$ cat src/rtl/core/adtlb_pkg.sv
// Shared types, sizes and constants for the address-space-id translation table.
// Used by the controller, the datapath and the top level; depends on nothing.
package adtlb_pkg;

  localparam int ID_COUNT = 256;
  localparam int SLOTS = 256;
  localparam int ENTRY_COUNT = ID_COUNT * SLOTS;

  localparam int KEY_W = 32;
  localparam int PHYS_W = 32;
  localparam int ACTION_W = 3;
  localparam int SPACE_W = 8;
  localparam int PAGE_SHIFT = 12;
  localparam int PAGE_W = KEY_W - PAGE_SHIFT;
  localparam int ID_RAW_COUNT = 256;

  localparam int ID_W = $clog2(ID_COUNT);
  localparam int SLOT_W = $clog2(SLOTS);
  localparam int REM_W = SLOT_W + 1;
  localparam int IDX_W = $clog2(ENTRY_COUNT);
  localparam int ENTRY_W = 1 + KEY_W + PHYS_W;

  localparam int RECIP_W = 32;
  localparam int PROD_W = PAGE_W + RECIP_W;
  localparam logic [RECIP_W-1:0] RECIP = RECIP_W'((64'd1 << RECIP_W) / SLOTS);

  localparam logic [IDX_W-1:0] ENTRY_LAST = IDX_W'(ENTRY_COUNT - 1);
  localparam logic [IDX_W-1:0] SLOT_SPAN = IDX_W'(SLOTS - 1);

  localparam logic [ACTION_W-1:0] ACT_LOOKUP = 3'd0;
  localparam logic [ACTION_W-1:0] ACT_INSERT = 3'd1;
  localparam logic [ACTION_W-1:0] ACT_ERASE = 3'd2;
  localparam logic [ACTION_W-1:0] ACT_FLUSH = 3'd3;
  localparam logic [ACTION_W-1:0] ACT_CLEAR = 3'd4;

  typedef logic [ID_W-1:0] id_table_t [ID_RAW_COUNT];

  function automatic id_table_t build_id_table();
    id_table_t t;
    for (int i = 0; i < ID_RAW_COUNT; i++) begin
      t[i] = ID_W'(i % ID_COUNT);
    end
    return t;
  endfunction

  localparam id_table_t ID_TAB = build_id_table();

  typedef struct packed {
    logic load;
    logic rd;
    logic wr_entry;
    logic wr_inval;
    logic sweep_all_init;
    logic sweep_id_init;
    logic sweep_wr;
    logic resp_lookup;
    logic resp_zero;
  } adtlb_cmd_t;

  typedef struct packed {
    logic [ACTION_W-1:0] action;
    logic sweep_last;
  } adtlb_status_t;

endpackage

$ cat src/rtl/core/adtlb_ctrl.sv
// Controller state machine: sequences index computation, entry access and sweeps.
// Depends on adtlb_pkg for the command and status types and the action codes.
module adtlb_ctrl import adtlb_pkg::*; (
  input  logic          clk,
  input  logic          rst,
  input  logic          start,
  output logic          busy,
  input  adtlb_status_t status,
  output adtlb_cmd_t    cmd
);

  localparam logic [2:0] ST_CLR = 3'd0;
  localparam logic [2:0] ST_IDLE = 3'd1;
  localparam logic [2:0] ST_P1 = 3'd2;
  localparam logic [2:0] ST_P2 = 3'd3;
  localparam logic [2:0] ST_P3 = 3'd4;
  localparam logic [2:0] ST_EXEC = 3'd5;
  localparam logic [2:0] ST_RD = 3'd6;
  localparam logic [2:0] ST_SWEEP = 3'd7;

  logic [2:0] state;
  logic [2:0] state_next;

  assign busy = (state != ST_IDLE);

  always_ff @(posedge clk) begin
    if (rst) begin
      state <= ST_CLR;
    end else begin
      state <= state_next;
    end
  end

  always_comb begin
    state_next = state;
    cmd = '0;
    case (state)
      ST_CLR: begin
        cmd.sweep_wr = 1'b1;
        if (status.sweep_last) begin
          state_next = ST_IDLE;
        end
      end
      ST_IDLE: begin
        if (start) begin
          cmd.load = 1'b1;
          state_next = ST_P1;
        end
      end
      ST_P1: state_next = ST_P2;
      ST_P2: state_next = ST_P3;
      ST_P3: state_next = ST_EXEC;
      ST_EXEC: begin
        case (status.action)
          ACT_LOOKUP: begin
            cmd.rd = 1'b1;
            state_next = ST_RD;
          end
          ACT_INSERT: begin
            cmd.wr_entry = 1'b1;
            cmd.resp_zero = 1'b1;
            state_next = ST_IDLE;
          end
          ACT_ERASE: begin
            cmd.wr_inval = 1'b1;
            cmd.resp_zero = 1'b1;
            state_next = ST_IDLE;
          end
          ACT_FLUSH: begin
            cmd.sweep_id_init = 1'b1;
            state_next = ST_SWEEP;
          end
          ACT_CLEAR: begin
            cmd.sweep_all_init = 1'b1;
            state_next = ST_SWEEP;
          end
          default: begin
            cmd.resp_zero = 1'b1;
            state_next = ST_IDLE;
          end
        endcase
      end
      ST_RD: begin
        cmd.resp_lookup = 1'b1;
        state_next = ST_IDLE;
      end
      ST_SWEEP: begin
        cmd.sweep_wr = 1'b1;
        if (status.sweep_last) begin
          cmd.resp_zero = 1'b1;
          state_next = ST_IDLE;
        end
      end
      default: state_next = ST_IDLE;
    endcase
  end

endmodule

$ cat config.mk
export PLATFORM = sky130hd
export DESIGN_NAME = adtlb_ctrl
export DESIGN_NICKNAME = d
export VERILOG_FILES = /design/src/rtl/core/adtlb_pkg.sv /design/src/rtl/core/adtlb_ctrl.sv
export SDC_FILE = /design/constraint.sdc
export NUM_CORES = 1
export LEC_CHECK = 0
export BUFFER_PORTS_ARGS = -buffer_cell sky130_fd_sc_hd__buf_2
export CAP_MARGIN = 20
export CORE_AREA = 3 3 40 42
export CTS_CLUSTER_DIAMETER = 50
export CTS_CLUSTER_SIZE = 12
export DETAILED_ROUTE_END_ITERATION = 12
export DIE_AREA = 0 0 43 45
export HOLD_SLACK_MARGIN = 0.12
export PLACE_DENSITY = 0.54
export SYNTH_ARGS = -nofsm -noshare
export SYNTH_HDL_FRONTEND = slang
export SYNTH_SLANG_ARGS = --single-unit
$ cat constraint.sdc
create_clock -name clk -period 1.5 [get_ports clk]
set_clock_uncertainty 0.1 [all_clocks]
set_input_delay 0.3 -clock clk [delete_from_list [all_inputs] [get_ports clk]]
set_output_delay 0.3 -clock clk [all_outputs]
set_load 0.05 [all_outputs]
==> reports/metrics.yaml <==
critPathMaxFanout: 4
startpoint_type: "flop"
cp_cell_sequence: "or3_4 -> nor3b_4 -> buf_6"
pre_cts_slack_ns: -0.244
reg2reg_slack_ns: 0.11
synthAdderAreaFrac: 0
yosysWarnings: 0
grt_max_degree: 14
rsz0062_at_grt: "yes"
finalNetCount: 84
synthMuxAreaShare: 0
setup_viol: 8
worstSkewPairLatency_ns: 0.23
antenna_found_initial: 0
largest-register: "state"
status: "complete, but fails checks"
grt.overflow.total: 0
drv_slew: 0
viasPerCell: 4.76
endpoint_kind: "output pin"
whs_ns: 0.167
final.min_clock_period_ns: 1.79
cts_buffers: 3
root_buffer: "clkbuf_4"
vias: 433
routed_wirelength_um: 1120
avgSynthCellArea_um2: 6.87
finalHoldViolCount: 0
hp-class: "primary input to flop"
largest_reg_flops: 3
cts_tree: "yes"
synth_nets: 52
synthCells: 45
p_total_uw: 419
synth_compound_area_frac: 0.206
synth_top_family_by_area: "simple AND/OR/NAND/NOR gates"
critPathArrivalTime_ns: 1.39
reg_top3: "state: 3 flops"
syn_area_um2: 309
fin_cells: 91
cp.required_ns: 1.10
clkTransAtPathRegs_ns: 0.04
drtAntennaViolNets: 0
area_growth_pct: 119
synth_seq_cells: 3
drive_above_1_share: 0.671
die_h_um: 45
start_util: 0.241
yosysTopAreaCellShare: 0.194
fillers: 115
post_drt_wl_per_cell_um: 12.3
grt_pass1_vias: 390
place_congestion: 0.761
htree_levels: 1
grt_first_pass_wirelength_um: 1790
ioPinCount: 17
max-clock-path-buffers: 2
netlist_top_cells_area: "dfxtp_1, nand2_1, nor3b_2"
power_density_nw_per_um2: 618
max_freq_mhz: 559
synth_area_leader_cell: "dfxtp_1"
synth_xor_area_frac: 0
max_stage_delay_ns: 0.44
port_buffers: 16
rows: 13
dpl-instance-area_um2: 536
violations: "setup timing"
drv_cap: 0
dp_hpwl_um: 782
synth-simple-area-share: 0.551
tightest_slew_ns: 0.249
drc: 0
ys_seq_area_frac: 0.194
dp.cells: 86
firstDrtPassIters: 3
setup_slack_ns: -0.289
path_class: "flop to output pin"
worst_path_max_delay_cell: "or3_4"
drt_iter0_drc: 6
p_leak_nw: 0.293
die_area_um2: 1940
core-area_um2: 1280
n_antenna_cell: 0
relSlewSlack: 0.832
die_x_um: 43
clock_sinks: 3
yosysUniqueCellTypes: 23
ctsHoldBuffers: 0
min_period_over_period: 1.19
grt_util_all_layers: 0.126
design_area_um2: 678
ir_worst_vdd_uv: 665
[cells by family (layout without fill, tap and decap cells)]
logic type             Yosys count  after routing
AND/OR/NAND/NOR                 30             30
AO/OA/AOI/OAI                    9              9
flip-flops                       3              3
buffers and inverters            3             34
[per-layer routing]
layer | global-route usage | up-vias | wire, um
met2 | 0.225 | 14 | 562
met4 | 0.0181 | 0 | 0
met5 | 0 | - | 0
met3 | 0.0518 | 0 | 60
li1 | - | 231 | -
met1 | 0.145 | 188 | 496
[final cells by class]
class	instances	area (um2)	area share
clock buffer	4	26.3	0.0387
multi-input combinational	39	310	0.458
sequential	3	63.8	0.0941
tap	15	18.8	0.0277
timing repair buffer	30	259	0.382
[power breakdown]
part / switching (mW) / internal [mW]
logic: 0.106 / 0.0827
clock network: 0.0397 / 0.0995
registers: 0.00398 / 0.0876
total: 0.149 / 0.270
[worst max-delay path, delay by kind of cell (launching register included)]
kind | cells | cell delay (ns)
buffers and inverters | 1 | 0.18
DFF | 1 | 0.32
and+or+nand+nor | 2 | 0.66
[cells in the mapped netlist]
cell type and n:
or3_4 1, and3b_1 1, or3_1 2, a21oi_1 2, nor3b_1 1, nand3_1 2, and3_1 1, nor2_1 5
nor4_1 1, o21ai_0 2, o311a_1 1, dfxtp_1 3, nor3b_2 2, buf_2 3, nor3_1 3, nand4_1 1
nor2_2 1, o31ai_1 1, nand2_1 8, o41ai_1 1, o21ba_2 1, a22oi_1 1, nor2b_1 1
[layout by cell type, fill, tap and decap left out, drive strengths merged]
master,count
a21oi,2
a22oi,1
and3,1
and3b,1
buf,30
clkbuf,4
dfxtp,3
nand2,8
nand3,2
nand4,1
nor2,6
nor2b,1
nor3,3
nor3b,3
nor4,1
o21ai,2
o21ba,1
o311a,1
o31ai,1
o41ai,1
or3,3
[through the flow]
| step | TNS (ns) | utilization |
|---|---|---|
| global placement | -0.798 | 0.417 |
| finish | -1.63 | 0.528 |
| global route | -2.22 | 0.528 |
| floorplan | -1.06 | - |
| CTS | -1.56 | 0.496 |
| detailed placement | -0.867 | 0.417 |
[final timing paths]
| path | from | depth (start not counted) | endpoint |
|---|---|---|---|
| worst max-delay path | state[1] | 3 | cmd[6] |
| worst min-delay path | rst | 2 | state[2] |
| worst max register to register | state[1] | 5 | state[0] |
| worst min register to register | state[0] | 3 | state[2] |
[timing repair]
item | in CTS | in global routing
setup buffers | 1 | 2
endpoints found under the setup margin | 10 | 11
pin swaps | 5 | 3
gates resized for setup | 23 | 8
No activity file was read; power rests on OpenSTA's default activity.
